$ cat src/crc8fp_pkg.sv
// shared types, register indexes and crc helper for the crc8 framed packet parser
package crc8fp_pkg;

  // default longest checked frame, version and type included
  localparam int unsigned MaxFrameDef = 256;

  // configuration port
  localparam int unsigned CfgIdxW  = 3;
  localparam int unsigned CfgDataW = 9;

  localparam logic [CfgIdxW-1:0] CfgHeaderFirst  = 3'd0;
  localparam logic [CfgIdxW-1:0] CfgHeaderSecond = 3'd1;
  localparam logic [CfgIdxW-1:0] CfgPosTypeCode  = 3'd2;
  localparam logic [CfgIdxW-1:0] CfgCrdTypeCode  = 3'd3;
  localparam logic [CfgIdxW-1:0] CfgPosLength    = 3'd4;
  localparam logic [CfgIdxW-1:0] CfgCrdLength    = 3'd5;

  // reflected crc-8
  localparam logic [7:0] CrcPoly = 8'h8C;
  localparam logic [7:0] CrcInit = 8'h00;

  // result queue
  localparam int unsigned ResDepth = 4;
  localparam int unsigned ResPtrW  = 2;
  localparam int unsigned ResCntW  = 3;

  typedef enum logic [1:0] {
    KindFrameByte  = 2'd0,
    KindGood       = 2'd1,
    KindCrcBad     = 2'd2,
    KindUnknownTyp = 2'd3
  } kind_e;

  typedef enum logic [2:0] {
    PhHunt1   = 3'd0,
    PhHunt2   = 3'd1,
    PhVersion = 3'd2,
    PhType    = 3'd3,
    PhPayload = 3'd4,
    PhCheck   = 3'd5
  } phase_e;

  typedef struct packed {
    logic [7:0] header_first;
    logic [7:0] header_second;
    logic [7:0] pos_type_code;
    logic [7:0] crd_type_code;
    logic [8:0] pos_length;
    logic [8:0] crd_length;
  } cfg_t;

  typedef struct packed {
    kind_e      kind;
    logic [7:0] data;
    logic [7:0] index;
    logic       cls;
    logic [7:0] crc;
    logic       last;
  } result_t;

  // up to two results per accepted word
  typedef struct packed {
    logic [1:0] num;
    result_t    r0;
    result_t    r1;
  } push_t;

  function automatic logic [7:0] crc8_feed(logic [7:0] crc, logic [7:0] b);
    logic [7:0] c;
    c = crc ^ b;
    for (int k = 0; k < 8; k++) begin
      c = c[0] ? ((c >> 1) ^ CrcPoly) : (c >> 1);
    end
    return c;
  endfunction

endpackage

$ cat src/crc8fp_cfg.sv
// configuration registers of the crc8 framed packet parser
module crc8fp_cfg import crc8fp_pkg::*; (
  input  logic                clk_i,
  input  logic                rst_ni,
  input  logic                cfg_we_i,
  input  logic [CfgIdxW-1:0]  cfg_index_i,
  input  logic [CfgDataW-1:0] cfg_data_i,
  output cfg_t                cfg_o
);

  cfg_t cfg_q, cfg_d;

  always_comb begin
    cfg_d = cfg_q;
    if (cfg_we_i) begin
      unique case (cfg_index_i)
        CfgHeaderFirst:  cfg_d.header_first  = cfg_data_i[7:0];
        CfgHeaderSecond: cfg_d.header_second = cfg_data_i[7:0];
        CfgPosTypeCode:  cfg_d.pos_type_code = cfg_data_i[7:0];
        CfgCrdTypeCode:  cfg_d.crd_type_code = cfg_data_i[7:0];
        CfgPosLength:    cfg_d.pos_length    = cfg_data_i;
        CfgCrdLength:    cfg_d.crd_length    = cfg_data_i;
        default:         cfg_d = cfg_q;
      endcase
    end
  end

  always_ff @(posedge clk_i or negedge rst_ni) begin
    if (!rst_ni) begin
      cfg_q.header_first  <= 8'd0;
      cfg_q.header_second <= 8'd0;
      cfg_q.pos_type_code <= 8'd0;
      cfg_q.crd_type_code <= 8'd1;
      cfg_q.pos_length    <= 9'd3;
      cfg_q.crd_length    <= 9'd3;
    end else begin
      cfg_q <= cfg_d;
    end
  end

  assign cfg_o = cfg_q;

endmodule

$ cat src/crc8fp_parse.sv
// frame state machine with on the fly crc and result formation
module crc8fp_parse import crc8fp_pkg::*; #(
  parameter int unsigned MaxFrame = MaxFrameDef
) (
  input  logic       clk_i,
  input  logic       rst_ni,
  input  logic       fire_i,
  input  logic [7:0] rx_byte_i,
  input  cfg_t       cfg_i,
  output push_t      push_o
);

  localparam int unsigned CntW = $clog2(MaxFrame + 1);

  phase_e          phase_q, phase_d;
  logic [CntW-1:0] cnt_q, cnt_d;
  logic [CntW-1:0] len_q, len_d;
  logic [7:0]      crc_q, crc_d;
  logic            cls_q, cls_d;

  logic [7:0]      crc_new;
  logic            is_pos, is_crd;
  logic [CntW-1:0] cnt_inc;
  logic [CntW+7:0] cnt_ext, len_ext;
  logic [31:0]     len_sel;

  assign crc_new = crc8_feed((phase_q == PhVersion) ? CrcInit : crc_q, rx_byte_i);
  assign is_pos  = (rx_byte_i == cfg_i.pos_type_code);
  assign is_crd  = (rx_byte_i == cfg_i.crd_type_code);
  assign cnt_inc = cnt_q + 1'b1;
  assign cnt_ext = {8'd0, cnt_q};
  assign len_ext = {8'd0, len_q};

  // length picked by type, clamped into [2, MaxFrame]
  always_comb begin
    len_sel = 32'(is_pos ? cfg_i.pos_length : cfg_i.crd_length);
    if (len_sel > MaxFrame) len_sel = MaxFrame;
    if (len_sel < 32'd2)    len_sel = 32'd2;
  end

  // next state
  always_comb begin
    phase_d = phase_q;
    cnt_d   = cnt_q;
    len_d   = len_q;
    crc_d   = crc_q;
    cls_d   = cls_q;
    if (fire_i) begin
      unique case (phase_q)
        PhHunt1: begin
          if (rx_byte_i == cfg_i.header_first) phase_d = PhHunt2;
        end
        PhHunt2: begin
          phase_d = (rx_byte_i == cfg_i.header_second) ? PhVersion : PhHunt1;
        end
        PhVersion: begin
          crc_d   = crc_new;
          cnt_d   = CntW'(1);
          phase_d = PhType;
        end
        PhType: begin
          crc_d = crc_new;
          cnt_d = CntW'(2);
          if (is_pos || is_crd) begin
            cls_d   = !is_pos;
            len_d   = len_sel[CntW-1:0];
            phase_d = (len_sel <= 32'd2) ? PhCheck : PhPayload;
          end else begin
            cls_d   = 1'b0;
            phase_d = PhHunt1;
          end
        end
        PhPayload: begin
          crc_d = crc_new;
          cnt_d = cnt_inc;
          if (cnt_inc >= len_q) phase_d = PhCheck;
        end
        PhCheck: begin
          phase_d = PhHunt1;
        end
        default: phase_d = PhHunt1;
      endcase
    end
  end

  // results
  always_comb begin
    push_o       = '0;
    push_o.r0.data = rx_byte_i;
    push_o.r1.data = rx_byte_i;
    push_o.r0.last = 1'b1;
    push_o.r1.last = 1'b1;
    if (fire_i) begin
      unique case (phase_q)
        PhVersion: begin
          push_o.num = 2'd1;
        end
        PhType: begin
          push_o.r0.index = 8'd1;
          if (is_pos || is_crd) begin
            push_o.num    = 2'd1;
            push_o.r0.cls = !is_pos;
          end else begin
            // type byte goes out, then the reject verdict
            push_o.num      = 2'd2;
            push_o.r0.last  = 1'b0;
            push_o.r1.kind  = KindUnknownTyp;
            push_o.r1.index = 8'd1;
            push_o.r1.crc   = crc_new;
          end
        end
        PhPayload: begin
          push_o.num      = 2'd1;
          push_o.r0.index = cnt_ext[7:0];
          push_o.r0.cls   = cls_q;
        end
        PhCheck: begin
          push_o.num      = 2'd1;
          push_o.r0.kind  = (rx_byte_i == crc_q) ? KindGood : KindCrcBad;
          push_o.r0.index = len_ext[7:0];
          push_o.r0.cls   = cls_q;
          push_o.r0.crc   = crc_q;
        end
        default: push_o.num = 2'd0;
      endcase
    end
  end

  always_ff @(posedge clk_i or negedge rst_ni) begin
    if (!rst_ni) begin
      phase_q <= PhHunt1;
      cnt_q   <= '0;
      len_q   <= '0;
      crc_q   <= CrcInit;
      cls_q   <= 1'b0;
    end else begin
      phase_q <= phase_d;
      cnt_q   <= cnt_d;
      len_q   <= len_d;
      crc_q   <= crc_d;
      cls_q   <= cls_d;
    end
  end

  a_verdict_rehunts: assert property (@(posedge clk_i) disable iff (!rst_ni)
    (push_o.num != 2'd0 && push_o.r0.kind != KindFrameByte) |=> phase_q == PhHunt1)
    else $error("verdict did not return to header hunt");

  a_payload_in_range: assert property (@(posedge clk_i) disable iff (!rst_ni)
    phase_q == PhPayload |-> (cnt_q < len_q && len_q >= CntW'(2)))
    else $error("payload count outside frame length");

  a_two_only_unknown: assert property (@(posedge clk_i) disable iff (!rst_ni)
    push_o.num == 2'd2 |-> (phase_q == PhType && push_o.r1.kind == KindUnknownTyp))
    else $error("double result outside unknown type");

endmodule

$ cat src/crc8fp_resq.sv
// small result queue taking up to two results a cycle and giving one
module crc8fp_resq import crc8fp_pkg::*; (
  input  logic    clk_i,
  input  logic    rst_ni,
  input  push_t   push_i,
  input  logic    pop_i,
  output logic    full2_o,
  output logic    valid_o,
  output result_t head_o
);

  result_t              mem_q [ResDepth];
  logic [ResPtrW-1:0]   wr_q, wr_d, rd_q, rd_d, wr_nxt;
  logic [ResCntW-1:0]   cnt_q, cnt_d;

  assign wr_nxt  = wr_q + 1'b1;
  assign wr_d    = wr_q + push_i.num;
  assign rd_d    = rd_q + ResPtrW'(pop_i);
  assign cnt_d   = cnt_q + ResCntW'(push_i.num) - ResCntW'(pop_i);
  assign full2_o = (cnt_q > ResCntW'(ResDepth - 2));
  assign valid_o = (cnt_q != '0);
  assign head_o  = mem_q[rd_q];

  always_ff @(posedge clk_i) begin
    if (push_i.num != 2'd0) mem_q[wr_q] <= push_i.r0;
    if (push_i.num == 2'd2) mem_q[wr_nxt] <= push_i.r1;
  end

  always_ff @(posedge clk_i or negedge rst_ni) begin
    if (!rst_ni) begin
      wr_q  <= '0;
      rd_q  <= '0;
      cnt_q <= '0;
    end else begin
      wr_q  <= wr_d;
      rd_q  <= rd_d;
      cnt_q <= cnt_d;
    end
  end

  a_cnt_bound: assert property (@(posedge clk_i) disable iff (!rst_ni)
    cnt_q <= ResCntW'(ResDepth))
    else $error("result queue overflow");

  a_room_for_push: assert property (@(posedge clk_i) disable iff (!rst_ni)
    push_i.num != 2'd0 |-> cnt_q <= ResCntW'(ResDepth - 2))
    else $error("push without room for two results");

endmodule

$ cat src/crc8fp_core_unused.sv
// handshake checks on the input and result channels of the top level
module crc8fp_ptrchk import crc8fp_pkg::*; (
  input  logic clk_i,
  input  logic rst_ni,
  input  logic out_valid_i,
  input  logic out_stall_i,
  input  logic in_valid_i,
  input  logic in_stall_i
);

  a_out_hold: assert property (@(posedge clk_i) disable iff (!rst_ni)
    (out_valid_i && out_stall_i) |=> out_valid_i)
    else $error("result withdrawn while stalled");

  a_no_stall_when_empty_path: assert property (@(posedge clk_i) disable iff (!rst_ni)
    (!out_valid_i) |-> !in_stall_i)
    else $error("input stalled with empty result queue");

  a_accept_flow: assert property (@(posedge clk_i) disable iff (!rst_ni)
    (in_valid_i && !in_stall_i && !out_valid_i) |=> !in_stall_i)
    else $error("input stalled right after accept into empty queue");

endmodule

$ cat src/crc8_framed_packet_parser_core.sv
// top level of the crc8 framed packet parser
//
// takes one received byte per word, hunts for the two configured header bytes, then
// reads version and type; the type byte selects a position frame (class 0) or a
// coordination frame (class 1) and with it the checked length, or rejects the frame.
// every frame byte from version onward is passed through cut-through with its index,
// and the frame closes with one verdict word: good, checksum bad or unknown type,
// carrying the received checksum and the reflected crc-8 (poly 0x8c, init 0) computed
// over version, type and payload. an unknown type gives two result words from one
// input word. rate: one input word per cycle unless stalled; results are registered
// into the result queue. the parser updates its state and crc in the cycle a word is
// accepted and the four-entry result queue decouples the output side, so input stalls
// only when that queue holds more than two words. configuration is written through a
// plain write port and should only change while no frame is in flight.
module crc8_framed_packet_parser_core import crc8fp_pkg::*; #(
  parameter int unsigned MAX_FRAME = MaxFrameDef
) (
  input  logic                clk_i,
  input  logic                rst_ni,
  // configuration
  input  logic                cfg_we_i,
  input  logic [CfgIdxW-1:0]  cfg_index_i,
  input  logic [CfgDataW-1:0] cfg_data_i,
  // received bytes
  input  logic                in_valid_i,
  output logic                in_stall_o,
  input  logic [7:0]          rx_byte_i,
  // results
  output logic                out_valid_o,
  input  logic                out_stall_i,
  output logic [1:0]          result_kind_o,
  output logic [7:0]          data_byte_o,
  output logic [7:0]          byte_index_o,
  output logic                packet_class_o,
  output logic [7:0]          computed_crc_o,
  output logic                last_o
);

  cfg_t    cfg;
  push_t   push;
  result_t head;
  logic    in_fire;
  logic    out_fire;
  logic    q_full2;

  // accept while the queue has room for the worst case of two results
  assign in_stall_o = q_full2;
  assign in_fire    = in_valid_i && !q_full2;
  assign out_fire   = out_valid_o && !out_stall_i;

  crc8fp_cfg u_cfg (
    .clk_i,
    .rst_ni,
    .cfg_we_i,
    .cfg_index_i,
    .cfg_data_i,
    .cfg_o (cfg)
  );

  // header hunt, frame tracking, crc and result build
  crc8fp_parse #(
    .MaxFrame (MAX_FRAME)
  ) u_parse (
    .clk_i,
    .rst_ni,
    .fire_i    (in_fire),
    .rx_byte_i,
    .cfg_i     (cfg),
    .push_o    (push)
  );

  // registered results, decoupling input from output stalls
  crc8fp_resq u_resq (
    .clk_i,
    .rst_ni,
    .push_i  (push),
    .pop_i   (out_fire),
    .full2_o (q_full2),
    .valid_o (out_valid_o),
    .head_o  (head)
  );

  assign result_kind_o  = head.kind;
  assign data_byte_o    = head.data;
  assign byte_index_o   = head.index;
  assign packet_class_o = head.cls;
  assign computed_crc_o = head.crc;
  assign last_o         = head.last;

  crc8fp_ptrchk u_chk (
    .clk_i,
    .rst_ni,
    .out_valid_i (out_valid_o),
    .out_stall_i,
    .in_valid_i,
    .in_stall_i  (in_stall_o)
  );

endmodule
$ cat config.mk
export PLATFORM = sky130hd
export DESIGN_NAME = crc8_framed_packet_parser_core
export DESIGN_NICKNAME = d
export VERILOG_FILES = /design/src/crc8fp_pkg.sv /design/src/crc8fp_cfg.sv /design/src/crc8fp_parse.sv /design/src/crc8fp_resq.sv /design/src/crc8fp_core_unused.sv /design/src/crc8_framed_packet_parser_core.sv
export SDC_FILE = /design/constraint.sdc
export NUM_CORES = 1
export LEC_CHECK = 0
export BUFFER_PORTS_ARGS = -buffer_cell sky130_fd_sc_hd__buf_2
export CAP_MARGIN = 20
export CORE_MARGIN = 2
export CORE_UTILIZATION = 60
export CTS_BUF_LIST = sky130_fd_sc_hd__clkbuf_8
export DETAILED_ROUTE_END_ITERATION = 8
export PLACE_DENSITY = 0.79
export RECOVER_POWER = 50
export SYNTH_ARGS = -nofsm -noshare
export SYNTH_HDL_FRONTEND = slang
export SYNTH_SLANG_ARGS = --single-unit
$ cat constraint.sdc
create_clock -name clk_i -period 3.6 [get_ports clk_i]
set_clock_uncertainty 0.05 [all_clocks]
set_input_delay 0.54 -clock clk_i [delete_from_list [all_inputs] [get_ports clk_i]]
set_output_delay 0.54 -clock clk_i [all_outputs]
set_load 0.01 [all_outputs]
==> After elaboration in Yosys (flattened, before gate mapping) <==
Memory sizes are Yosys's and may differ from the RTL's.
Index checks and enable logic that the tools add are counted.
{ "totals": {"reg_bits": 87, "mem_bits_rw": 112, "input_bits": 25, "out_inout_bits": 30, "elab_cells": 117, "n_memories": 1} }
{ "mem_list": {"columns": ["memory", "words", "word_bits", "read_ports", "rd_clocked_by_memory_dff", "wr", "line_no", "rtl"], "rows": [
  ["u_resq.mem_q", 4, 28, 1, 0, 2, "crc8fp_resq.sv:12", "result_t mem_q [ResDepth];"]
]} }
{ "classes": {"addsub": 6, "magnitude_cmp": 5, "n_eq_ne": 18, "n_mux": 40, "bitwise_logic": 9, "n_reduce_logical": 24} }
{ "ops": {"columns": ["op", "n"], "rows": [
  ["8-bit two-way mux", 13],
  ["32-bit two-way mux", 2],
  ["9-bit one-hot mux with 3 select lines", 2],
  ["8-bit equality test", 5],
  ["32-bit by 9-bit > comparator with 1-bit output, second input constant", 1],
  ["32-bit by 2-bit <= comparator with 1-bit output, second input constant", 1],
  ["32-bit by 2-bit less-than comparator with 1-bit output, second input constant", 1],
  ["2-bit NOT with 3-bit output", 8],
  ["20-bit two-way mux", 1],
  ["2-bit AND reduction", 9],
  ["3-bit two-way mux", 5],
  ["3-bit one-hot mux with 5 select lines", 1],
  ["3-bit by 2-bit equality test with 1-bit output, second input constant", 4],
  ["3-bit equality test, second input constant", 4],
  ["9-bit by 1-bit adder with 9-bit output, second input constant", 1],
  ["9-bit >= comparator", 1],
  ["1-bit two-way mux", 9],
  ["9-bit two-way mux", 1],
  ["2-bit two-way mux", 4],
  ["8-bit bitwise XOR", 1],
  ["3-bit by 1-bit equality test with 1-bit output, second input constant", 2],
  ["3-bit logical NOT", 2],
  ["3-bit AND reduction", 2],
  ["3-bit nonzero test", 2],
  ["other kinds (15)", 20]
]} }

==> Depth between registers and ports, before layout <==
Gate-level depths: netlist of run 1.
{ "depth": {"ltp_word": 22, "ltp_mapped": 12, "depth_no_buf": 11} }

==> Cells and area by module <==
Synthesis of run 1 repeated with hierarchy kept, for this count alone.
{ "hier_totals": {"hier_cells": 796, "area_unflattened_um2": 10989.3} }
{ "by_module_without_submodules": {"columns": ["module", "n_inst", "cells_per_inst", "area_per_inst_um2", "seq_area_each_um2"], "rows": [
  ["crc8fp_resq", 1, 309, 5982.0, 3538.4],
  ["crc8fp_parse", 1, 375, 3061.7, 750.7],
  ["crc8fp_cfg", 1, 110, 1918.1, 1257.5],
  ["crc8_framed_packet_parser_core", 1, 2, 27.5, 0.0]
]} }

==> Worst setup path after synthesis of run 1 <==
OpenSTA, ideal clock, no wires.
{ "synth_path": {"kind": "input to register", "start": "in rx_byte_i[3]", "end": "reg u_resq.cnt_q[2]", "setup_time_ps": 123, "arrival_ps": 2623, "required_time_ps": 3427, "slack_ps": 804, "stages": 11, "path_buffers": 2, "cell_sequence": "buf_2 -> xor2_1 -> nor4_1 -> and2_1 -> buf_4 -> nor3_1 -> inv_1 -> ha_1 -> fa_1 -> xor2_1 -> xnor2_1"} }
{ "synth_via": {"elab_chain_len": 7, "elab_cells_between_ends": 8, "classes_between": "add/sub: 2; eq/ne: 2; mux: 3; reduce/logical: 1"} }
{ "synth_lines": {"columns": ["element", "line_no", "rtl"], "rows": [
  ["start: declaration", "crc8_framed_packet_parser_core.sv:27", "input logic [7:0] rx_byte_i,"],
  ["8-bit equality test (on tied branches)", "crc8fp_parse.sv:28, crc8fp_parse.sv:29", null],
  ["1-bit logical OR *", "crc8fp_parse.sv:100", "if (is_pos || is_crd) begin"],
  ["2-bit two-way mux *", "crc8fp_parse.sv:100", null],
  ["2-bit one-hot mux with 2 select lines *", "crc8fp_parse.sv:94", "unique case (phase_q)"],
  ["4-bit two-way mux *", "crc8fp_parse.sv:93", "if (fire_i) begin"],
  ["3-bit by 2-bit adder with 3-bit output *", "crc8fp_resq.sv:19", "assign cnt_d = cnt_q + ResCntW'(push_i.num) - ResCntW'(pop_i);"],
  ["3-bit by 1-bit subtractor with 3-bit output *", "crc8fp_resq.sv:19", null],
  ["via u_resq.cnt_d[2]", "crc8fp_resq.sv:14", "logic [ResCntW-1:0] cnt_q, cnt_d;"],
  ["end signal: assignment", "crc8fp_resq.sv:37", "cnt_q <= cnt_d;"],
  ["end: declaration", "crc8fp_resq.sv:14", null]
]} }
Mark *: on every way through the listed nets, which the timed path passes. The rest lies on a longest branch.
A chain may end at the register's enable or synchronous reset.

==> impl_results.md, run 1 <==
* Status: finished with violations
* Failing checks: max-capacitance violations, max-slew violations
* HPWL after detailed placement at 15670 um
* Cell breakdown of the critical path: xor2_1 -> nor4_1 -> and2_0 -> clkbuf_1 -> nor4_2 -> nand2_1 -> o22ai_1
* Post-Syn Area at approximately 10000 um2
* Power density normalized to cell area at 531.1 nW/um2
* Final critical delay including setup and external delays at ~3000 ps
* Overall power at roughly 5.7 mW
* Number of flops mapped to enable cells by yosys at 76
* Number of buffers created by CTS at 17
* Sequential share of the synthesized area at 0.5202
* Count of nets after finishing at just over 900
* Final antenna diode count at 0
* Wire length after detailed routing at 22160 um
* Total Neg Setup Slack at 0 ps
* Area growth, synth to finish at 7.881%
* Main combinational cell family by area after synthesis: multiplexers
* Drt first-iter violations at 837
* Clk Latency, worst-skew pair at approximately 490 ps
* Global placement routability congestion at 0.8816
* Area fraction of the dominant cell type after synthesis at 0.2289
* Pleak at 4.021 nW
* Total via count in the routed design at slightly below 7000
* Number of instances in the synthesized netlist at 850
* Relative slew margins at -0.4423
* Top cell type by total area after synthesis: sky130_fd_sc_hd__edfxtp_1
* Placement-stage worst setup slack at 503.2 ps
* Category of the most critical setup path: reg2reg
* Mapped Nets at ~890
* Number of failing hold endpoints at the final stage at 0
* Share of synthesized registers carrying an async set or reset at 0.4372
* Synthesized-area fraction occupied by ao, oa, aoi and oai cells at 0.09388
* Root buffer cell: sky130_fd_sc_hd__clkbuf_8
* Starting utilization of the core area at 0.6076
* Wire length of the first global-routing pass at 36110 um
* Number of library cell types mapped by synthesis at 67
* Maximum clock insertion buffer count at 2
* Clk slew on worst S/H paths at 100 ps
* Initial antenna violation count at 0
* Delay contributed by the slowest stage of the critical path at 710 ps
* Postcts setup bufs at 0
* Htree depth at 4
* Post-Route Utilization at 0.6555
* Transition at the pin with the smallest max-transition slack at 2163 ps
* CTS tree: built
* Flip-flop and latch count after synthesis at 199
* Ratio of final minimum period to clock period at 0.8159
* Number of instances resized during post-cts repair at 0
* Yosys warns at 0
* Number of search-and-repair iterations in the first detailed-routing pass at 5
* Core region area at 16410 um2
* Xor and xnor area share after synthesis at 0.07894
* Simple-gate share of the synthesized area at 0.1092
* Total Die Area at 17660 um2
* Rows at 47
* Number of routed nets with antenna violations at 0
* Commonest register cell after synthesis: sky130_fd_sc_hd__dfrtp_1
* Final number of setup-violating endpoints at 0
* Multi-input combinational cell area at 4374 um2
* VDD IR-drop max at 0.2703 mV
* GRT Overall Usage at 0.2647
* Average detailed-routed wire length per instance at a little under 20 um
* Number of pins with negative max-slew slack in the final report at 41
* Avg Synthesized Cell Area at between 10 and 15 um2
* Total area of sequential cells at 5187 um2
* Max capacitance violation total at 1
* Number of sinks on the clock net at 199
* Die width at 132.9 um
* Layout cell share with drive strength beyond 1 at 0.2259
* Startpoint type of the worst setup path: flop
* Count of input and output buffers at 54
* Critical path data required time at 3750 ps
* Proportion of synthesized area in mux cells at 0.1369
* Slowest stage cell on the critical path: sky130_fd_sc_hd__clkbuf_1
* Post-detailed-route via-to-cell ratio at a little over 6
* Hold WC Path Type: in2reg
* Capturing element type of the critical path: flop
* Adder and majority cell fraction of the synthesized area at 0.02083
* Number of global-route vias before repair at 6690
* Number of top-level design ports at 55
* Cell types occupying the most area after synthesis: sky130_fd_sc_hd__edfxtp_1, sky130_fd_sc_hd__dfrtp_1, sky130_fd_sc_hd__dfxtp_1
* Worst EP arrival at roughly 3000 ps
* DRC viols at 0
* Die Y-Extent at 132.9 um
* Worst-case setup margin in the final layout at approximately 660 ps
* Total congestion overflow at 0
* F_max at 340.4 MHz
* Number of hold buffers added after cts at 1
* Largest fanout on the critical path at 17
* Maximum number of pins on one net before global-route repair at 41
* RSZ-0062 raised after global routing: false
* Fillers at 1261
cell type report:
| class | count | area share |
|---|---|---|
| Clock inverter | 14 | 0.01140 |
| Sequential cell | 199 | 0.4823 |
| Timing Repair Buffer | 81 | 0.04246 |
| Inverter | 28 | 0.009772 |
| Multi-Input combinational cell | 564 | 0.4067 |
| Tap cell | 220 | 0.02559 |
| Clock buffer | 17 | 0.02175 |
placed cells by master (no fill, tap or decap), types with 5 or more instances in the layout:
master and instances:
sky130_fd_sc_hd__buf_4 18, sky130_fd_sc_hd__o22ai_1 37, sky130_fd_sc_hd__o21ai_0 23, sky130_fd_sc_hd__nand3_1 10, sky130_fd_sc_hd__xnor2_1 33, sky130_fd_sc_hd__nor4_1 9, sky130_fd_sc_hd__clkbuf_8 17, sky130_fd_sc_hd__ha_1 15
sky130_fd_sc_hd__clkbuf_1 11, sky130_fd_sc_hd__and3_1 12, sky130_fd_sc_hd__o31ai_1 8, sky130_fd_sc_hd__mux4_2 28, sky130_fd_sc_hd__nand2_1 94, sky130_fd_sc_hd__a32o_1 6, sky130_fd_sc_hd__and2_1 8, sky130_fd_sc_hd__dfrtp_1 81
sky130_fd_sc_hd__o21ai_1 6, sky130_fd_sc_hd__nor2_1 46, sky130_fd_sc_hd__inv_1 28, sky130_fd_sc_hd__xor2_1 38, sky130_fd_sc_hd__o2bb2ai_1 8, sky130_fd_sc_hd__mux2i_1 7, sky130_fd_sc_hd__dfxtp_1 36, sky130_fd_sc_hd__buf_2 49
sky130_fd_sc_hd__edfxtp_1 76, sky130_fd_sc_hd__nor2b_1 7, sky130_fd_sc_hd__a21oi_1 34, sky130_fd_sc_hd__mux2_2 58, sky130_fd_sc_hd__nand2b_1 7, sky130_fd_sc_hd__dfstp_2 5, sky130_fd_sc_hd__nor3_1 10
worst max-delay path: cells and delay by family (launching register included):
kind	cells	cell delay (ps)
DFF	1	420
xor gates and xnor gates	1	170
AOI/OAI and AO/OA	1	140
buffers and inverters	1	710
and+or+nand+nor	4	1170
cell usage after synthesis, types with 13 or more instances:
cell and count:
sky130_fd_sc_hd__a21oi_1 34, sky130_fd_sc_hd__xor2_1 38, sky130_fd_sc_hd__o21ai_0 23, sky130_fd_sc_hd__clkbuf_1 28, sky130_fd_sc_hd__xnor2_1 33, sky130_fd_sc_hd__dfxtp_1 36
sky130_fd_sc_hd__edfxtp_1 76, sky130_fd_sc_hd__nor2_1 46, sky130_fd_sc_hd__nand2_1 94, sky130_fd_sc_hd__ha_1 15, sky130_fd_sc_hd__buf_2 13, sky130_fd_sc_hd__mux4_2 28
sky130_fd_sc_hd__mux2_2 59, sky130_fd_sc_hd__inv_1 28, sky130_fd_sc_hd__o22ai_1 37, sky130_fd_sc_hd__dfrtp_1 82
sequential cells by signal (all words and copies together), names as in the netlist:
signal           count
u_parse.cnt_q        9
u_parse.phase_q      3
u_parse.cls_q        1
u_cfg.cfg_o         50
u_resq.mem_q       112
u_resq.wr_q          2
u_parse.len_q        9
u_resq.rd_q          2
u_parse.crc_q        8
u_resq.cnt_q         3
metrics by stage:
stage	hold WS (ps)	cells	area (um2)
5_1_grt	245.9	1123	10760
4_1_cts	216.7	1123	10800
2_1_floorplan	194.4	850	9970
6_report	245.1	1123	10760
3_3_place_gp	389.6	1091	10430
3_5_place_dp	398.7	1091	10430
logic make-up (layout without fill, tap and decap cells):
logic type | Yosys count | after routing
simple gates | 227 | 227
flops | 199 | 199
compound gates | 147 | 147
mux | 94 | 94
buf+inv | 87 | 140
xor+xnor | 80 | 80
fa+ha+maj | 16 | 16
path summary, 6_finish.rpt:
kind                                                        from                          endpoint  slack, ps  cells after the start
worst min register to register  u_resq.mem_q[2][17]$_SDFFE_PP0P_  u_resq.mem_q[2][17]$_SDFFE_PP0P_        420                      2
max in group asynchronous                                 rst_ni      u_parse.len_q[8]$_DFFE_PN0P_        780                      3
worst min-delay path                               cfg_data_i[8]        u_cfg.cfg_o[8]$_DFFE_PN0P_        250                      2
worst max register to register       u_cfg.cfg_o[31]$_DFFE_PN0P_      u_resq.mem_q[3][2]$_DFFE_PP_        660                      7
worst max-delay path                 u_cfg.cfg_o[31]$_DFFE_PN0P_      u_resq.mem_q[3][2]$_DFFE_PP_        660                      7
min in group asynchronous                                 rst_ni        u_cfg.cfg_o[8]$_DFFE_PN0P_       1180                      2
metal layers:
metal	share of wire	vias up	global-route usage
li1	-	3160	-
met1	0.44	3387	0.3745
met2	0.49	256	0.4254
met3	0.062	29	0.04253
met4	0.016	0	0.08184
met5	0	-	0
report_power, final:
| group | leakage [nW] | switching [mW] | internal (mW) |
|---|---|---|---|
| clock network | 0.170 | 0.839 | 0.494 |
| registers | 1.99 | 0.274 | 2.53 |
| logic | 1.87 | 0.793 | 0.781 |
Note: power is estimated with default switching activity, not from simulation.
==> run 2, diff against run 1 <==
Clock period 3.6 ns to 2.9 ns, I/O delays scaled along.
==> run 2 against run 1 <==
Effect of this change: the flow now finishes without violations; highest routed layer unchanged; sequential cell count is the same; worst hold slack lost 100 ps; critical endpoint is now u_resq.mem_q[1][4]$_DFFE_PP_; utilization grew 1.4 points; global-route usage grew 1.0 points; maximum frequency grew 8.8%; non-clock buffer count grew 22; largest cell class unchanged; total power grew 29%.
==> impl_results.md, run 2 (synthesis results as in run 1) <==
* Area growth, synth to finish at 10.13%
* Root buffer cell: sky130_fd_sc_hd__clkbuf_8
* Startpoint of the most critical setup path: u_resq.cnt_q[1]$_DFF_PN0_
* Post-Route Utilization at 0.6692 (+0.01365)
* Number of top-level design ports at 55 (unchanged)
* Drt first-iter violations at 643 (-23%)
* Count of nets after finishing at 954 (+2.4%)
* Starting utilization of the core area at 0.6076 (unchanged)
* Number of buffers created by CTS at 17 (unchanged)
* Cell-internal power at 5.062 mW (+33%)
* Final critical delay including setup and external delays at 2699 ps (-238.0 ps)
* Worst Reg-to-Reg Cells at 8 (+1)
* Rows at 47 (unchanged)
* Largest fanout on the critical path at 25 (+8)
* Category of the most critical setup path: reg2reg
* Number of search-and-repair iterations in the first detailed-routing pass at 5 (unchanged)
* Transition at the pin with the smallest max-transition slack at 1292 ps (-871.8 ps)
* Placed instance area at 10610 um2 (+1.7%)
* HPWL after detailed placement at 15870 um (+1.3%)
* Postcts setup bufs at 0 (unchanged)
* VDD IR-drop max at 0.3684 mV (+36%)
* Global placement routability congestion at 0.8690 (-1.4%)
* Average detailed-routed wire length per instance at 20.32 um (+3.0%)
* GRT Overall Usage at 0.2748 (+0.01004)
* Relative slew margins at 0.1371 (+0.5794)
* Worst Hold Endpoint: u_cfg.cfg_o[8]$_DFFE_PN0P_
* Ratio of final minimum period to clock period at 0.9308 (+0.1149)
* Worst R2R End: u_resq.mem_q[1][4]$_DFFE_PP_
* Leading cell types in the layout, fill and taps excluded: sky130_fd_sc_hd__nand2_1, sky130_fd_sc_hd__dfrtp_1, sky130_fd_sc_hd__edfxtp_1
* Wire length of the first global-routing pass at 37090 um (+2.7%)
* Maximum clock insertion buffer count at 2 (unchanged)
* Final number of setup-violating endpoints at 0 (unchanged)
* Hold WC Path Type: in2reg
* Critical path data required time at 3170 ps (-580 ps)
* Layout cell share with drive strength beyond 1 at 0.2451 (+0.01923)
* Htree depth at 4 (unchanged)
* Total via count in the routed design at 6935 (+1.5%)
* Number of sinks on the clock net at 199 (unchanged)
* Final antenna diode count at 0 (unchanged)
* Core region area at 16410 um2 (unchanged)
* Part of the power in combinational logic at 0.285 (+0.009)
* RR Startpoint: u_resq.cnt_q[1]$_DFF_PN0_
* RSZ-0062 raised after global routing: false
* DRC viols at 0 (unchanged)
* Status: finished, final reports clean
* Fraction of power consumed by sequential logic at 0.457 (-0.034)
* Min-Delay Startpoint: cfg_data_i[8]
* Clk Latency, worst-skew pair at 480 ps (about the same)
* Initial antenna violation count at 0 (unchanged)
* Number of pins with negative max-slew slack in the final report at 0 (-100%)
* Startpoint type of the worst setup path: flop
* WHS Path Cells at 2 (unchanged)
* Final Hold Slack at 142.5 ps (-102.6 ps)
* Register with the most flip-flops: u_resq.mem_q
* Wire length after detailed routing at 23290 um (+5.1%)
* CTS tree: built
* Number of global-route vias before repair at 6829 (+2.1%)
* Final Cell Area at 10980 um2 (+2.1%)
* Die width at 132.9 um (unchanged)
* Share of total power in the clock network at 0.258 (+0.025)
* Total congestion overflow at 0 (unchanged)
* Count of input and output buffers at 54 (unchanged)
* Max capacitance violation total at 0 (-1)
* Net Switching at 2.327 mW (+22%)
* F_max at 370.5 MHz (+8.8%)
* Number of failing hold endpoints at the final stage at 0 (unchanged)
* Setup slack on the worst flop-to-flop path at 200 ps (-460 ps)
* Total Die Area at 17660 um2 (unchanged)
* Most common cell after layout, fill and taps aside: sky130_fd_sc_hd__nand2_1
* Switching share of power at 0.3149 (-0.01884)
* Maximum number of pins on one net before global-route repair at 47 (+15%)
* Worst EP arrival at 2970 ps (-120 ps)
* Largest register FFs at 112 (unchanged)
* Die Y-Extent at 132.9 um (unchanged)
* Total Neg Setup Slack at 0 ps (unchanged)
* Power density normalized to cell area at 673.0 nW/um2 (+27%)
* Post-detailed-route via-to-cell ratio at 6.051 (-0.53%)
* Pleak at 4.192 nW (+4.3%)
* Clk slew on worst S/H paths at 100 ps (about the same)
* Capturing element type of the critical path: flop
* Number of routed nets with antenna violations at 0 (unchanged)
[run 2: changes by cell type in the layout (fill, tap and decap cells not counted), moves of 4 or more]
cell	previous run	this run
sky130_fd_sc_hd__clkbuf_2	1	5
sky130_fd_sc_hd__inv_1	28	32
sky130_fd_sc_hd__o21ai_1	6	2
sky130_fd_sc_hd__bufinv_16	0	4
sky130_fd_sc_hd__buf_4	18	36
sky130_fd_sc_hd__o21ai_0	23	27
[run 2: worst max-delay path by stage]
stage / to / slack (ps) / cells past startpoint
2_1_floorplan: u_resq.cnt_q[2]$_DFF_PN0_ / 210 / 11
3_3_place_gp: u_resq.cnt_q[2]$_DFF_PN0_ / 180 / 10
3_5_place_dp: u_resq.cnt_q[2]$_DFF_PN0_ / 50 / 10
4_1_cts: u_resq.cnt_q[2]$_DFF_PN0_ / 120 / 9
5_1_grt: u_resq.mem_q[1][4]$_DFFE_PP_ / 70 / 8
6_report: u_resq.mem_q[1][4]$_DFFE_PP_ / 200 / 8
[run 2: final cells by class]
type	count	area, um2
multi-input combinational	564	4379
clock inverter	15	186.4
clock buffer	17	234.0
timing repair buffer	103	611.8
inverter	28	105.1
tap	220	275.3
fill	1233	5428
sequential	199	5187
[run 2: power groups by stage]
stage	Clock, mW	Sequential (mW)	Combinational, mW
2_1_floorplan	0	3.33	1.59
3_3_place_gp	0	3.42	2.06
3_5_place_dp	0	3.43	2.11
4_1_cts	1.91	3.37	2.12
5_1_grt	2.01	3.41	2.27
6_report	1.91	3.37	2.11
[run 2: layer usage]
layer  part of all wire  global-route usage
met5                  0                   0
met3              0.062             0.05134
met4              0.031              0.1051
met2               0.48              0.4410
met1               0.43              0.3758
[run 2: critical path, cell delays in order, from the launching register on]
cell and delay [ps]:
sky130_fd_sc_hd__dfrtp_1 410, sky130_fd_sc_hd__nand2_1 110, sky130_fd_sc_hd__and3b_1 200, sky130_fd_sc_hd__buf_4 280, sky130_fd_sc_hd__and3_1 340, sky130_fd_sc_hd__and4_1 270, sky130_fd_sc_hd__clkbuf_1 550, sky130_fd_sc_hd__nand2b_1 110
sky130_fd_sc_hd__a21oi_1 220
[run 2: through the flow]
step           worst slack (ps)  total power, mW  std cells
3_5_place_dp              50.41            5.546       1113
5_1_grt                   70.00            7.689       1146
6_report                  200.7            7.389       1146
4_1_cts                   115.7            7.406       1146
3_3_place_gp              179.7            5.478       1113
2_1_floorplan             209.3            4.916        850
[run 2: what timing repair did]
item                                    4_1_cts  5_1_grt
endpoints found under the hold margin        41        0
endpoints found under the setup margin        0        1
hold buffers                                  1        0
gates resized for setup                       0        1
==> run 3, diff against run 2 <==
Settings changed: CORE_ASPECT_RATIO from default to 1.4.
==> run 3 against run 2 <==
Effect of this change: the run now ends with design-rule violations left; die area hardly changed; total power is 0.82% higher; clock power is 6% higher; cell area about the same; sequential cell count is the same; worst hold slack improved by 6.3 ps; final cell count down 2.0%; global-route usage decreased by 0.35 points; register-to-register slack lost 80 ps; highest routed layer unchanged.
==> impl_results.md, run 3 (synthesis results as in run 1) <==
* Number of search-and-repair iterations in the first detailed-routing pass at 8 (+3)
* CTS tree: built
* Placed cells at 1090 (-2.1%)
* Die Y-Extent at 156.5 um (+18%)
* Largest fanout on the critical path at 2 (-92%)
* Rows at 55 (+17%)
* Fraction of power consumed by sequential logic at 0.453 (-0.004)
* Hold WC Path Type: in2reg
* GRT Overall Usage at 0.2712 (-0.003545)
* Final critical delay including setup and external delays at 2780 ps (+80.79 ps)
* Final Hold Slack at 148.9 ps (+6.341 ps)
* Number of failing hold endpoints at the final stage at 0 (unchanged)
* Total Neg Setup Slack at 0 ps (unchanged)
* Area growth, synth to finish at 10.09% (about the same)
* Transition at the pin with the smallest max-transition slack at 1401 ps (+109.0 ps)
* Total via count in the routed design at 6919 (-0.23%)
* Part of the power in combinational logic at 0.275 (-0.010)
* Total congestion overflow at 0 (unchanged)
* Worst-case setup margin in the final layout at 119.9 ps (-80.79 ps)
* Final antenna diode count at 0 (unchanged)
* Wire length of the first global-routing pass at 36680 um (-1.1%)
* Final number of setup-violating endpoints at 0 (unchanged)
* Wire length after detailed routing at 22800 um (-2.1%)
* Register with the most flip-flops: u_resq.mem_q
* Count of nets after finishing at 952 (-0.21%)
* Largest register FFs at 112 (unchanged)
* Most common cell after layout, fill and taps aside: sky130_fd_sc_hd__nand2_1
* Placement-stage worst setup slack at 64.19 ps (+13.78 ps)
* Ratio of final minimum period to clock period at 0.9587 (+0.02786)
* Number of sinks on the clock net at 199 (unchanged)
* Category of the most critical setup path: reg2reg
* Clk slew on worst S/H paths at 100 ps (about the same)
* Power density normalized to cell area at 678.8 nW/um2 (+0.86%)
* Share of total power in the clock network at 0.272 (+0.014)
* Initial antenna violation count at 0 (unchanged)
* Drt first-iter violations at 578 (-10%)
* RSZ-0062 raised after global routing: false
* Maximum number of pins on one net before global-route repair at 88 (+87%)
* Net Switching at 2.381 mW (+2.3%)
* Core region area at 16240 um2 (-1.0%)
* Cell-internal power at 5.069 mW (+0.14%)
* Die width at 112.9 um (-15%)
* Average detailed-routed wire length per instance at 20.30 um (-0.11%)
* DRC viols at 9 (+9)
* Starting utilization of the core area at 0.6139 (+0.006226)
* Status: finished with violations
* Number of top-level design ports at 55 (unchanged)
* Number of routed nets with antenna violations at 0 (unchanged)
* Clk Latency, worst-skew pair at 490 ps (about the same)
* Global placement routability congestion at 0.8745 (+0.63%)
* Root buffer cell: sky130_fd_sc_hd__clkbuf_8
* Worst EP arrival at 3100 ps (+130 ps)
* Max capacitance violation total at 0 (unchanged)
* Htree depth at 4 (unchanged)
* HPWL after detailed placement at 15920 um (+0.28%)
* Critical path data required time at 3220 ps (+50 ps)
* Number of global-route vias before repair at 7044 (+3.1%)
* F_max at 359.7 MHz (-2.9%)
* Total Die Area at 17680 um2 (about the same)
* Maximum clock insertion buffer count at 2 (unchanged)
* Startpoint type of the worst setup path: flop
* Number of pins with negative max-slew slack in the final report at 0 (unchanged)
* Failing checks: design-rule violations
* Number of standard cells in the layout, taps in and fillers out at 1123 (-2.0%)
* Pleak at 4.174 nW (-0.44%)
* Leading cell types in the layout, fill and taps excluded: sky130_fd_sc_hd__nand2_1, sky130_fd_sc_hd__dfrtp_1, sky130_fd_sc_hd__edfxtp_1
* Overall power at 7.450 mW (+0.82%)
* Capturing element type of the critical path: flop
* Count of input and output buffers at 54 (unchanged)
* Layout cell share with drive strength beyond 1 at 0.2446 (-0.0005516)
* VDD IR-drop max at 0.4373 mV (+19%)
* Switching share of power at 0.3196 (+0.004658)
* Post-detailed-route via-to-cell ratio at 6.161 (+1.8%)
* Number of instances resized during post-cts repair at 0 (unchanged)
* Relative slew margins at 0.06429 (-0.07280)
* Number of buffers created by CTS at 17 (unchanged)
-- run 3: area by class of cell --
type                    instances  area, um2
clock inverters                15      234.0
well taps                     199      249.0
clock buffers                  17      234.0
fillers                      1258       5265
multi-input cells             564       4374
inverters                      28      105.1
repair buffers                101      591.8
flip-flops and latches        199       5187
-- run 3: final timing paths --
path                                                   from                                to  slack, ps  depth (start not counted)
min in group asynchronous                            rst_ni       u_cfg.cfg_o[30]$_DFFE_PN0P_        800                          3
max in group asynchronous                            rst_ni          u_resq.rd_q[0]$_DFF_PN0_       1190                          3
max                             u_cfg.cfg_o[31]$_DFFE_PN0P_         u_resq.cnt_q[2]$_DFF_PN0_        120                         12
min                                           cfg_data_i[8]        u_cfg.cfg_o[8]$_DFFE_PN0P_        150                          2
min reg2reg                u_resq.mem_q[2][17]$_SDFFE_PP0P_  u_resq.mem_q[2][17]$_SDFFE_PP0P_        410                          2
max reg2reg                     u_cfg.cfg_o[31]$_DFFE_PN0P_         u_resq.cnt_q[2]$_DFF_PN0_        120                         12
-- run 3: routing by layer --
metal  up-vias  share of wire  track usage
met5         -              0            0
met4         0          0.030       0.1121
met3        50          0.052      0.04570
met2       247           0.54       0.4940
met1      3426           0.38       0.3168
li1       3196              -            -
-- run 3: power groups by stage --
stage | Combinational [mW] | Sequential (mW) | Clock, mW
6_report | 2.05 | 3.37 | 2.03
5_1_grt | 2.22 | 3.40 | 2.16
4_1_cts | 2.09 | 3.37 | 2.06
3_5_place_dp | 2.08 | 3.44 | 0
3_3_place_gp | 2.06 | 3.42 | 0
2_1_floorplan | 1.59 | 3.33 | 0
-- run 3: what timing repair did --
action                    in CTS  in global routing
setup buffers                  0                  0
hold endpoints to repair      82                  0
hold buffers                   1                  0
-- run 3: metrics by stage --
step | area, um2 | util
floorplan | 9970 | -
global placement | 10570 | 0.6508
detailed placement | 10570 | 0.6508
CTS | 11050 | 0.6802
global route | 10980 | 0.6758
finish | 10980 | 0.6758
-- run 3: critical path, cell delays in order, from the launching register on --
cell and delay (ps):
sky130_fd_sc_hd__dfrtp_1 400, sky130_fd_sc_hd__xor2_1 170, sky130_fd_sc_hd__nor4_1 520, sky130_fd_sc_hd__buf_4 200, sky130_fd_sc_hd__nand2_1 60, sky130_fd_sc_hd__nand3_1 120, sky130_fd_sc_hd__a21oi_1 90, sky130_fd_sc_hd__nor2_1 190
sky130_fd_sc_hd__ha_1 180, sky130_fd_sc_hd__inv_1 50, sky130_fd_sc_hd__fa_1 370, sky130_fd_sc_hd__xor2_1 160, sky130_fd_sc_hd__xnor2_1 120
